$ cat config.mk
export PLATFORM = sky130hd
export DESIGN_NAME = floppy_request_planner
export DESIGN_NICKNAME = d
export VERILOG_FILES = /design/src/rtl/core/frp_pkg.sv /design/src/rtl/core/frp_ctrl.sv /design/src/rtl/core/frp_datapath.sv /design/src/rtl/core/floppy_request_planner.sv
export SDC_FILE = /design/constraint.sdc
export NUM_CORES = 1
export LEC_CHECK = 0
export BUFFER_PORTS_ARGS = -buffer_cell sky130_fd_sc_hd__buf_2
export CORE_MARGIN = 3
export CORE_UTILIZATION = 53
export DETAILED_ROUTE_END_ITERATION = 8
export GPL_TIMING_DRIVEN = 1
export PLACE_DENSITY = 0.77
export SETUP_SLACK_MARGIN = 0.02
export SYNTH_ARGS = -nofsm -noshare
export SYNTH_HDL_FRONTEND = slang
export SYNTH_SLANG_ARGS = --single-unit
$ cat constraint.sdc
create_clock -name clk -period 3.65 [get_ports clk]
set_clock_uncertainty 0.05 [all_clocks]
set_input_delay 0.1825 -clock clk [delete_from_list [all_inputs] [get_ports clk]]
set_output_delay 0.1825 -clock clk [all_outputs]
set_load 0.05 [all_outputs]
$ cat src/rtl/core/frp_pkg.sv
`timescale 1ns / 1ps

package frp_pkg;

  localparam int NUM_FORMATS = 8;
  localparam int NUM_DRIVES  = 4;
  localparam int TABLE_LEN   = 8;
  localparam int BLOCK_W     = 12;
  localparam int SECT_W      = 5;
  localparam int CNT_W       = $clog2(BLOCK_W);
  localparam int CFG_DATA_W  = 5;
  localparam int CFG_IDX_W   = 1;

  localparam logic [CFG_IDX_W-1:0] CFG_RETRY_LIMIT = 1'd0;
  localparam logic [CFG_IDX_W-1:0] CFG_TRACK_LIMIT = 1'd1;

  localparam logic [4:0] RETRY_LIMIT_RST = 5'd12;
  localparam logic [3:0] TRACK_LIMIT_RST = 4'd4;
  localparam logic [7:0] HEAD_UNKNOWN    = 8'hFF;

  localparam logic [7:0] SEEK_ST0_MASK = 8'hF8;
  localparam logic [7:0] SEEK_ST0_OK   = 8'h20;
  localparam logic [7:0] XFER_ST0_MASK = 8'hF8;
  localparam logic [7:0] XFER_ST1_MASK = 8'hBF;
  localparam logic [7:0] XFER_ST2_MASK = 8'h73;
  localparam logic [2:0] SEEK_REPLIES  = 3'd2;
  localparam logic [2:0] XFER_REPLIES  = 3'd7;

  typedef enum logic [1:0] {
    KIND_REQUEST = 2'd0,
    KIND_SEEK    = 2'd1,
    KIND_XFER    = 2'd2,
    KIND_CHANGE  = 2'd3
  } kind_t;

  typedef enum logic [2:0] {
    OUT_START    = 3'd0,
    OUT_CACHED   = 3'd1,
    OUT_DONE     = 3'd2,
    OUT_RETRY    = 3'd3,
    OUT_FAIL     = 3'd4,
    OUT_PROTECT  = 3'd5,
    OUT_IGNORED  = 3'd6
  } outcome_t;

  typedef enum logic [1:0] {
    PH_IDLE = 2'd0,
    PH_SEEK = 2'd1,
    PH_XFER = 2'd2
  } phase_t;

  typedef enum logic [1:0] {
    ST_IDLE   = 2'd0,
    ST_DIV    = 2'd1,
    ST_COMMIT = 2'd2
  } ctrl_state_t;

  typedef struct packed {
    kind_t        kind;
    logic [1:0]   drive;
    logic [2:0]   format_type;
    logic [11:0]  block;
    logic         is_write;
    logic [2:0]   reply_count;
    logic [7:0]   status0;
    logic [7:0]   status1;
    logic [7:0]   status2;
  } in_item_t;

  typedef struct packed {
    outcome_t     outcome;
    logic [6:0]   cylinder;
    logic         head_number;
    logic [4:0]   sector_number;
    logic [7:0]   seek_cylinder;
    logic         need_seek;
    logic         whole_track;
    logic [5:0]   cache_slot;
    logic         cache_write;
    logic         want_reset;
    logic         want_recalibrate;
    logic [4:0]   retries;
  } out_item_t;

  typedef struct packed {
    logic         load;
    logic         div_step;
    logic         commit;
  } frp_cmd_t;

  typedef struct packed {
    logic         in_request;
    logic         div_last;
  } frp_status_t;

  typedef struct packed {
    logic [11:0]  size;
    logic [4:0]   sect;
    logic         stretch;
  } fmt_t;

  localparam fmt_t FMT_TABLE [TABLE_LEN] = '{
    '{size: 12'd0,    sect: 5'd0,  stretch: 1'b0},
    '{size: 12'd720,  sect: 5'd9,  stretch: 1'b0},
    '{size: 12'd2400, sect: 5'd15, stretch: 1'b0},
    '{size: 12'd720,  sect: 5'd9,  stretch: 1'b1},
    '{size: 12'd1440, sect: 5'd9,  stretch: 1'b0},
    '{size: 12'd720,  sect: 5'd9,  stretch: 1'b1},
    '{size: 12'd1440, sect: 5'd9,  stretch: 1'b0},
    '{size: 12'd2880, sect: 5'd18, stretch: 1'b0}
  };

  // Formats outside the supported range read as the empty format.
  function automatic fmt_t fmt_lookup(input logic [2:0] ft);
    fmt_t f;
    f = FMT_TABLE[0];
    if (int'(ft) < NUM_FORMATS) begin
      f = FMT_TABLE[ft];
    end
    return f;
  endfunction

endpackage

$ cat src/rtl/core/frp_ctrl.sv
`timescale 1ns / 1ps

module frp_ctrl import frp_pkg::*; (
  input  logic        clk,
  input  logic        rst,
  input  logic        in_valid,
  output logic        in_stall,
  output logic        out_valid,
  input  logic        out_stall,
  input  frp_status_t status,
  output frp_cmd_t    cmd
);

  ctrl_state_t state, state_next;
  logic        out_valid_next;

  always_ff @(posedge clk) begin
    if (rst) begin
      state     <= ST_IDLE;
      out_valid <= 1'b0;
    end else begin
      state     <= state_next;
      out_valid <= out_valid_next;
    end
  end

  always_comb begin
    state_next = state;
    cmd        = '0;
    in_stall   = 1'b1;
    unique case (state)
      ST_IDLE: begin
        in_stall = 1'b0;
        if (in_valid) begin
          cmd.load   = 1'b1;
          state_next = status.in_request ? ST_DIV : ST_COMMIT;
        end
      end
      ST_DIV: begin
        cmd.div_step = 1'b1;
        if (status.div_last) begin
          state_next = ST_COMMIT;
        end
      end
      ST_COMMIT: begin
        // The result register must be free or emptying this cycle.
        if (!out_valid || !out_stall) begin
          cmd.commit = 1'b1;
          state_next = ST_IDLE;
        end
      end
      default: state_next = ST_IDLE;
    endcase
    out_valid_next = cmd.commit ? 1'b1 : (out_valid && out_stall);
  end

endmodule

$ cat src/rtl/core/frp_datapath.sv
`timescale 1ns / 1ps

module frp_datapath import frp_pkg::*; (
  input  logic                  clk,
  input  logic                  rst,
  input  in_item_t              in_item,
  input  logic                  cfg_we,
  input  logic [CFG_IDX_W-1:0]  cfg_index,
  input  logic [CFG_DATA_W-1:0] cfg_data,
  input  frp_cmd_t              cmd,
  output frp_status_t           status,
  output out_item_t             out_item
);

  typedef struct packed {
    logic        valid;
    logic [1:0]  drive;
    logic        write;
    logic [6:0]  cyl;
    logic        head;
    logic [4:0]  sect;
    logic [7:0]  seek;
    logic [5:0]  slot;
    phase_t      phase;
    logic        whole;
  } pend_t;

  // Configuration
  logic [4:0]  retry_limit;
  logic [3:0]  track_read_limit;

  // Latched event and divider
  in_item_t         item;
  logic [BLOCK_W-1:0] dvd;
  logic [SECT_W-1:0]  rem;
  logic [CNT_W-1:0]   cnt;

  // Architectural state
  logic [1:0]  active_drive;
  logic [7:0]  head_position;
  logic [7:0]  cache_cylinder;
  logic [1:0]  cache_drive;
  logic        cache_valid;
  logic [4:0]  error_tally;
  logic        reset_flag;
  logic        recal_flag;
  pend_t       pend;

  logic [1:0]  active_drive_next;
  logic [7:0]  head_position_next;
  logic [7:0]  cache_cylinder_next;
  logic [1:0]  cache_drive_next;
  logic        cache_valid_next;
  logic [4:0]  error_tally_next;
  logic        reset_flag_next;
  logic        recal_flag_next;
  pend_t       pend_next;
  out_item_t   res;

  fmt_t        fmt_cur;
  logic [SECT_W:0] trial;
  logic        trial_fits;

  assign fmt_cur = fmt_lookup(item.format_type);

  assign status.in_request = (in_item.kind == KIND_REQUEST);
  assign status.div_last   = (cnt == CNT_W'(BLOCK_W - 1));

  // One restoring division step per cycle: block / sectors per track.
  assign trial      = {rem, dvd[BLOCK_W-1]};
  assign trial_fits = (trial >= {1'b0, fmt_cur.sect});

  always_ff @(posedge clk) begin
    if (rst) begin
      retry_limit      <= RETRY_LIMIT_RST;
      track_read_limit <= TRACK_LIMIT_RST;
    end else if (cfg_we) begin
      unique case (cfg_index)
        CFG_RETRY_LIMIT: retry_limit      <= cfg_data[4:0];
        CFG_TRACK_LIMIT: track_read_limit <= cfg_data[3:0];
        default: ;
      endcase
    end
  end

  always_ff @(posedge clk) begin
    if (cmd.load) begin
      item <= in_item;
      dvd  <= in_item.block;
      rem  <= '0;
      cnt  <= '0;
    end else if (cmd.div_step) begin
      dvd <= {dvd[BLOCK_W-2:0], trial_fits};
      rem <= trial_fits ? SECT_W'(trial - {1'b0, fmt_cur.sect}) : trial[SECT_W-1:0];
      cnt <= cnt + CNT_W'(1);
    end
  end

  always_ff @(posedge clk) begin
    if (rst) begin
      active_drive   <= '0;
      head_position  <= HEAD_UNKNOWN;
      cache_cylinder <= '0;
      cache_drive    <= '0;
      cache_valid    <= 1'b0;
      error_tally    <= '0;
      reset_flag     <= 1'b0;
      recal_flag     <= 1'b0;
      pend           <= '0;
    end else if (cmd.commit) begin
      active_drive   <= active_drive_next;
      head_position  <= head_position_next;
      cache_cylinder <= cache_cylinder_next;
      cache_drive    <= cache_drive_next;
      cache_valid    <= cache_valid_next;
      error_tally    <= error_tally_next;
      reset_flag     <= reset_flag_next;
      recal_flag     <= recal_flag_next;
      pend           <= pend_next;
    end
  end

  always_ff @(posedge clk) begin
    if (cmd.commit) begin
      out_item <= res;
    end
  end

  always_comb begin
    logic        attempt;
    logic        retry;
    logic        err;
    logic        geo;
    logic        hit;
    logic        flags;
    logic        need;
    logic        whole;
    logic [5:0]  tally_inc;
    logic [10:0] cyl_full;
    logic        range_bad;

    active_drive_next   = active_drive;
    head_position_next  = head_position;
    cache_cylinder_next = cache_cylinder;
    cache_drive_next    = cache_drive;
    cache_valid_next    = cache_valid;
    error_tally_next    = error_tally;
    reset_flag_next     = reset_flag;
    recal_flag_next     = recal_flag;
    pend_next           = pend;
    res                 = '0;
    res.outcome         = OUT_IGNORED;
    attempt             = 1'b0;
    retry               = 1'b0;
    err                 = 1'b0;
    geo                 = 1'b0;
    hit                 = 1'b0;
    flags               = 1'b0;
    need                = 1'b0;
    whole               = 1'b0;
    tally_inc           = {1'b0, error_tally} + 6'd1;
    cyl_full            = dvd[BLOCK_W-1:1];
    range_bad           = ({1'b0, item.block} + 13'd2) > {1'b0, fmt_cur.size}
                          || fmt_cur.sect == '0;

    unique case (item.kind)
      KIND_REQUEST: begin
        pend_next.valid  = 1'b0;
        pend_next.phase  = PH_IDLE;
        error_tally_next = '0;
        res.outcome      = OUT_FAIL;
        if (int'(item.drive) < NUM_DRIVES) begin
          if (item.drive != active_drive) begin
            head_position_next = HEAD_UNKNOWN;
          end
          active_drive_next = item.drive;
          if (!range_bad) begin
            pend_next.valid = 1'b1;
            pend_next.drive = item.drive;
            pend_next.write = item.is_write;
            pend_next.cyl   = cyl_full[6:0];
            pend_next.head  = dvd[0];
            pend_next.sect  = rem + 5'd1;
            pend_next.seek  = fmt_cur.stretch ? {cyl_full[6:0], 1'b0} : cyl_full[7:0];
            pend_next.slot  = 6'(rem) + (dvd[0] ? 6'(fmt_cur.sect) : 6'd0);
            attempt         = 1'b1;
          end
        end
      end
      KIND_SEEK: begin
        if (pend.valid && pend.phase == PH_SEEK) begin
          if (item.reply_count != SEEK_REPLIES
              || (item.status0 & SEEK_ST0_MASK) != SEEK_ST0_OK
              || item.status1 != pend.seek) begin
            recal_flag_next = 1'b1;
            err             = 1'b1;
          end else begin
            head_position_next = item.status1;
            pend_next.phase    = PH_XFER;
            if (pend.whole) begin
              cache_valid_next = 1'b0;
            end
            res.outcome     = OUT_START;
            res.whole_track = pend.whole;
            geo             = 1'b1;
          end
        end
      end
      KIND_XFER: begin
        if (pend.valid && pend.phase == PH_XFER) begin
          if (item.reply_count != XFER_REPLIES
              || (item.status0 & XFER_ST0_MASK) != '0
              || (item.status1 & XFER_ST1_MASK) != '0
              || (item.status2 & XFER_ST2_MASK) != '0) begin
            if (item.status1[1]) begin
              pend_next.valid = 1'b0;
              pend_next.phase = PH_IDLE;
              res.outcome     = OUT_PROTECT;
              geo             = 1'b1;
            end else begin
              err = 1'b1;
            end
          end else begin
            if (pend.whole) begin
              cache_cylinder_next = pend.seek;
              cache_drive_next    = pend.drive;
              cache_valid_next    = 1'b1;
              res.cache_slot      = pend.slot;
            end
            pend_next.valid = 1'b0;
            pend_next.phase = PH_IDLE;
            res.outcome     = OUT_DONE;
            res.whole_track = pend.whole;
            geo             = 1'b1;
          end
        end
      end
      KIND_CHANGE: begin
        if (int'(item.drive) < NUM_DRIVES) begin
          cache_valid_next = 1'b0;
        end
      end
      default: ;
    endcase

    // Error escalation: recalibrate first, reset past half the limit.
    if (err) begin
      head_position_next = HEAD_UNKNOWN;
      error_tally_next   = tally_inc[5] ? 5'd31 : tally_inc[4:0];
      if (tally_inc > {2'b00, retry_limit[4:1]}) begin
        reset_flag_next = 1'b1;
      end else begin
        recal_flag_next = 1'b1;
      end
      if (tally_inc > {1'b0, retry_limit}) begin
        pend_next.valid = 1'b0;
        pend_next.phase = PH_IDLE;
        res.outcome     = OUT_FAIL;
        geo             = 1'b1;
      end else begin
        attempt = 1'b1;
        retry   = 1'b1;
      end
    end

    res.want_reset       = reset_flag_next;
    res.want_recalibrate = recal_flag_next;
    res.retries          = error_tally_next;

    if (attempt) begin
      geo = 1'b1;
      hit = cache_valid && cache_cylinder == pend_next.seek
            && cache_drive == pend_next.drive;
      if (hit && !pend_next.write) begin
        pend_next.valid = 1'b0;
        pend_next.phase = PH_IDLE;
        res.outcome     = OUT_CACHED;
        res.cache_slot  = pend_next.slot;
      end else begin
        whole = !pend_next.write && (error_tally_next < {1'b0, track_read_limit});
        flags = reset_flag_next || recal_flag_next;
        need  = flags || pend_next.seek != head_position_next;
        res.outcome     = retry ? OUT_RETRY : OUT_START;
        res.need_seek   = need;
        res.whole_track = whole;
        res.cache_slot  = hit ? pend_next.slot : 6'd0;
        res.cache_write = hit;
        // The reset and recalibrate exchanges are taken as done once reported.
        if (flags) begin
          reset_flag_next    = 1'b0;
          recal_flag_next    = 1'b0;
          head_position_next = HEAD_UNKNOWN;
        end
        pend_next.whole = whole;
        pend_next.phase = need ? PH_SEEK : PH_XFER;
        if (!need && whole) begin
          cache_valid_next = 1'b0;
        end
      end
    end

    if (geo) begin
      res.cylinder      = pend_next.cyl;
      res.head_number   = pend_next.head;
      res.sector_number = pend_next.sect;
      res.seek_cylinder = pend_next.seek;
    end
  end

endmodule

$ cat src/rtl/core/floppy_request_planner.sv
`timescale 1ns / 1ps
// Channel   Direction  Handshake             Payload
// in        input      in_valid / in_stall   in_item (in_item_t)
// out       output     out_valid / out_stall out_item (out_item_t)
// cfg       input      cfg_we                cfg_index, cfg_data
//
// A request event is latched, then divided bit-serially by sectors per track,
// then committed; no new event is taken until the commit. Seek, transfer-result
// and disk-change events skip the divide and go straight to the commit.
// The result register lets the next event be taken while a result is held.
// Reset (rst, synchronous) loads the default register values and empties state.
// A stalled output holds its result and delays the commit of the next one.

module floppy_request_planner import frp_pkg::*; (
  input  logic                  clk,
  input  logic                  rst,
  input  logic                  in_valid,
  output logic                  in_stall,
  input  in_item_t              in_item,
  output logic                  out_valid,
  input  logic                  out_stall,
  output out_item_t             out_item,
  input  logic                  cfg_we,
  input  logic [CFG_IDX_W-1:0]  cfg_index,
  input  logic [CFG_DATA_W-1:0] cfg_data
);

  frp_cmd_t    cmd;
  frp_status_t status;

  frp_ctrl u_ctrl (
    .clk       (clk),
    .rst       (rst),
    .in_valid  (in_valid),
    .in_stall  (in_stall),
    .out_valid (out_valid),
    .out_stall (out_stall),
    .status    (status),
    .cmd       (cmd)
  );

  frp_datapath u_dp (
    .clk       (clk),
    .rst       (rst),
    .in_item   (in_item),
    .cfg_we    (cfg_we),
    .cfg_index (cfg_index),
    .cfg_data  (cfg_data),
    .cmd       (cmd),
    .status    (status),
    .out_item  (out_item)
  );

endmodule

==> flow_summary.yaml <==
routing:
  routed-via-count: 8394
  drt_pass1_iterations: 7
  routed_wire_length_per_instance_um: 18.67
  postRouteAntennaNets: 0
  vias_per_cell: 5.891
  detail_route.drc_violations: 0
  totalWireLength_um: 26610
  initialDrtViolationCount: 746
floorplan:
  design.die.area_um2: 18910
  floorplan.rows: 47
  initial_utilization_pct: 54.68
  design.core.area_um2: 16760
  die_h_um: 137.5
  ios: 100
  fp.dieW_um: 137.5
clocking:
  tritoncts.num_buffers: 17
  cts.root.buffer_cell: "sky130_fd_sc_hd__clkbuf_16"
  cts.reportedPaths.clkPinSlew_ns: 0.07
  tritoncts: "yes"
  clock-sinks: 176
  clock_insertion_delay_worst_skew_ns: 0.44
  cts_max_path_buffers: 2
  ctsHtreeMaxLevel: 4
setup_path:
  crit_path_cell_trace: "ha_2 > and3_4 > nand2_2 > nor2_2 > xor2_1 > ha_1 > nand4b_1 > or4_4 > o211ai_4 > a21oi_1 > o311ai_0 > or3b_4 > buf_6 > nor4_4 > o211ai_1 > o22a_1"
  path_type_of_the_worst_setup_path: "register to register"
  worst_ep_required_time_ns: 3.97
  worstPathMaxFanout: 8
  worst_setup_path_end_kind: "register"
  arrival_ns: 4.48
  crit_path_start_kind: "register"
  slowest_stage: "sky130_fd_sc_hd__or4_4"
  timing.critical_path.slowest_cell_delay_ns: 0.55
logic_synthesis:
  synth_area_per_cell_um2: 9.658
  synth-main-ff-cell: "sky130_fd_sc_hd__edfxtp_1"
  syn-num-nets: 1047
  async_flop_share_pct: 0
  synth_cell_type_count: 84
  synth.ff_latch_count: 176
  synth.yosys.warnings: 0
  synth_area_um2: 9165
  ys_seq_area_share_pct: 48.60
  netlist_instances: 949
  post_synth_edffs: 93
placement:
  io_buffer_count: 93
  place_congestion: 0.9486
  dp_hpwl_um: 18140
  place.detailed.instances: 1332
global_route:
  track_usage_pct: 28.51
  grt_start_max_net_pins: 77
  via_count_of_the_first_global_routing_pass: 8206
  grt_first_pass_wirelength_um: 41460
  number_of_antenna_violations_at_the_first_check_in_global_routing: 0
  gr-total-overflow: 0
timing:
  final_critical_path_setup_slack_ns: -0.5096
  timing_limited_maximum_frequency_mhz: 240.4
  final_min_period_over_clock_period_pct: 114.0
  rsz0062_at_grt: "true"
  final_max_slew_viol_count: 0
  min_period_ns: 4.160
  finalHoldViolCount: 0
  setup_tns_ns: -9.649
  slew-limit-headroom_pct: 46.91
  final-setup-viol-count: 26
  max_slew.worst_pin.slew_ns: 0.7963
worst_hold_path:
  min_path_type: "primary input to register"
power:
  p_leak_nw: 4.856
  irDropWorstVdd_v: 0.0003585
  pwr_density_cell_nw_per_um2: 436.0
job:
  max_cap_violations: 0
layout:
  number_of_antenna_diodes: 0
  final_nets: 1290
  post_layout_nonfiller_instances: 1425
  finalCoreUtilization_pct: 71.79
  areaGrowthSynthToFinish_pct: 31.28
  fillerInstances: 1149
  drive_above_1_share_pct: 26.39
run_status:
  failed_checks: "setup timing"
  status: "complete, but fails checks"
-- synthesized netlist by cell type, drive strengths merged (10+ instances only) --
| cell type | n | area (um2) |
|---|---|---|
| a211oi | 17 | 127.6 |
| a21o | 12 | 90.09 |
| a21oi | 74 | 370.4 |
| and2 | 11 | 68.82 |
| and3 | 11 | 68.82 |
| buf | 11 | 55.05 |
| clkbuf | 27 | 101.4 |
| dfxtp | 83 | 1662 |
| edfxtp | 93 | 2793 |
| ha | 38 | 475.5 |
| inv | 32 | 120.1 |
| nand2 | 146 | 555.5 |
| nand2b | 10 | 62.56 |
| nand3 | 63 | 315.3 |
| nand4 | 13 | 81.33 |
| nor2 | 77 | 289.0 |
| nor3 | 16 | 80.08 |
| o21ai | 36 | 183.9 |
| xnor2 | 26 | 227.7 |
| xor2 | 18 | 165.2 |
-- worst max-delay path, delay by kind of cell (launching register included) --
kind | cells | cell delay, ns
buf+inv | 1 | 0.12
fa+ha+maj | 2 | 0.51
simple gates | 7 | 1.25
compound gates | 5 | 1.59
xor+xnor | 1 | 0.13
flops | 1 | 0.43
-- repair_timing --
| action | CTS | global route |
|---|---|---|
| setup buffers | 8 | 5 |
| pin swaps | 17 | 18 |
| hold buffers | 47 | 0 |
| gates resized for setup | 30 | 23 |
| setup endpoints to repair | 26 | 58 |
| gates cloned | 0 | 1 |
| hold endpoints to repair | 56 | 0 |
-- state kept, by name, summed over array words and instances, names as in the netlist --
register / count
u_dp.cache_drive: 2
u_dp.cache_cylinder: 8
u_ctrl.state: 2
u_dp.out_item: 40
u_dp.error_tally: 5
u_dp.rem: 5
u_dp.item: 41
u_ctrl.out_valid: 1
u_dp.recal_flag: 1
u_dp.active_drive: 2
u_dp.cache_valid: 1
u_dp.dvd: 12
u_dp.cnt: 4
u_dp.retry_limit: 5
u_dp.reset_flag: 1
u_dp.pend: 34
u_dp.head_position: 8
u_dp.track_read_limit: 4
-- stage by stage --
step | instance area, um2 | hold slack, ns | power, mW | worst slack, ns
after CTS | 11890 | 0.008147 | 5.224 | -0.3100
after floorplan | 9230 | 0.2314 | 2.968 | -0.09186
after global placement | 10650 | 0.3099 | 3.304 | -0.3184
final | 12030 | 0.02454 | 5.246 | -0.5096
after detailed placement | 10650 | 0.3108 | 3.328 | -0.4162
after global routing | 12030 | 0.03821 | 5.446 | -0.6261
-- layer usage --
metal	global-route usage, %	routed length [um]	vias to the layer above	part of all wire (%)
li1	-	-	3943	-
met1	34.50	10180	3965	38
met2	47.99	13240	399	50
met3	6.318	2082	87	7.8
met4	13.97	1097	0	4.1
met5	0	0	-	0
-- cell families after synthesis --
family | share of synthesized area [%]
mux | 1.229
xor+xnor | 4.287
compound gates | 16.05
buf+inv | 3.058
simple gates | 21.04
fa+ha+maj | 5.734
flops | 48.60
-- final timing paths --
path                 start                  endpoint  slack (ns)  cells after the start
max          u_dp.item[29]     u_dp.head_position[3]       -0.51                     16
min                 cfg_we  u_dp.track_read_limit[0]        0.02                      3
max reg2reg  u_dp.item[29]     u_dp.head_position[3]       -0.51                     16
min reg2reg  u_dp.pend[25]             u_dp.pend[25]        0.41                      2
-- cell usage in the layout (no fill, tap or decap), types with 8 or more instances in the layout --
cell                            Yosys  final
sky130_fd_sc_hd__edfxtp_1          93     93
sky130_fd_sc_hd__mux2i_1            9      9
sky130_fd_sc_hd__a211oi_1          17     17
sky130_fd_sc_hd__buf_6              1      9
sky130_fd_sc_hd__dfxtp_1           83     83
sky130_fd_sc_hd__and2_1            11     10
sky130_fd_sc_hd__nand3_1           63     59
sky130_fd_sc_hd__nand2b_1          10     10
sky130_fd_sc_hd__and3_1            11      8
sky130_fd_sc_hd__xnor2_1           26     26
sky130_fd_sc_hd__nand2_1          143    140
sky130_fd_sc_hd__o211ai_1           8      8
sky130_fd_sc_hd__ha_1              38     37
sky130_fd_sc_hd__nor3_1            16     12
sky130_fd_sc_hd__a21oi_1           74     71
sky130_fd_sc_hd__clkbuf_16          0     18
sky130_fd_sc_hd__buf_2              5     94
sky130_fd_sc_hd__dlygate4sd3_1      0     47
sky130_fd_sc_hd__inv_1             32     30
sky130_fd_sc_hd__nor2_1            77     71
sky130_fd_sc_hd__xor2_1            17     17
sky130_fd_sc_hd__buf_4              0    109
sky130_fd_sc_hd__o21ai_0           34     28
sky130_fd_sc_hd__a21o_1            12     12
sky130_fd_sc_hd__nand4_1           13     13
-- area by class of cell --
cell class / instances / area, um2 / area share (%)
clock buffers: 19 / 454.2 / 3.775
clock inverters: 13 / 138.9 / 1.154
inverters: 33 / 123.9 / 1.030
multi-input cells: 702 / 4669 / 38.81
flip-flops and latches: 176 / 4454 / 37.02
well taps: 220 / 275.3 / 2.288
repair buffers: 262 / 1916 / 15.92
-- power breakdown --
| part | switching (mW) | internal, mW | leakage, nW | total (mW) |
|---|---|---|---|---|
| clock network | 0.827 | 1.01 | 0.288 | 1.83 |
| logic | 0.658 | 0.436 | 3.02 | 1.09 |
| registers | 0.0950 | 2.22 | 1.55 | 2.32 |
Note: power is estimated with default switching activity, not from simulation.
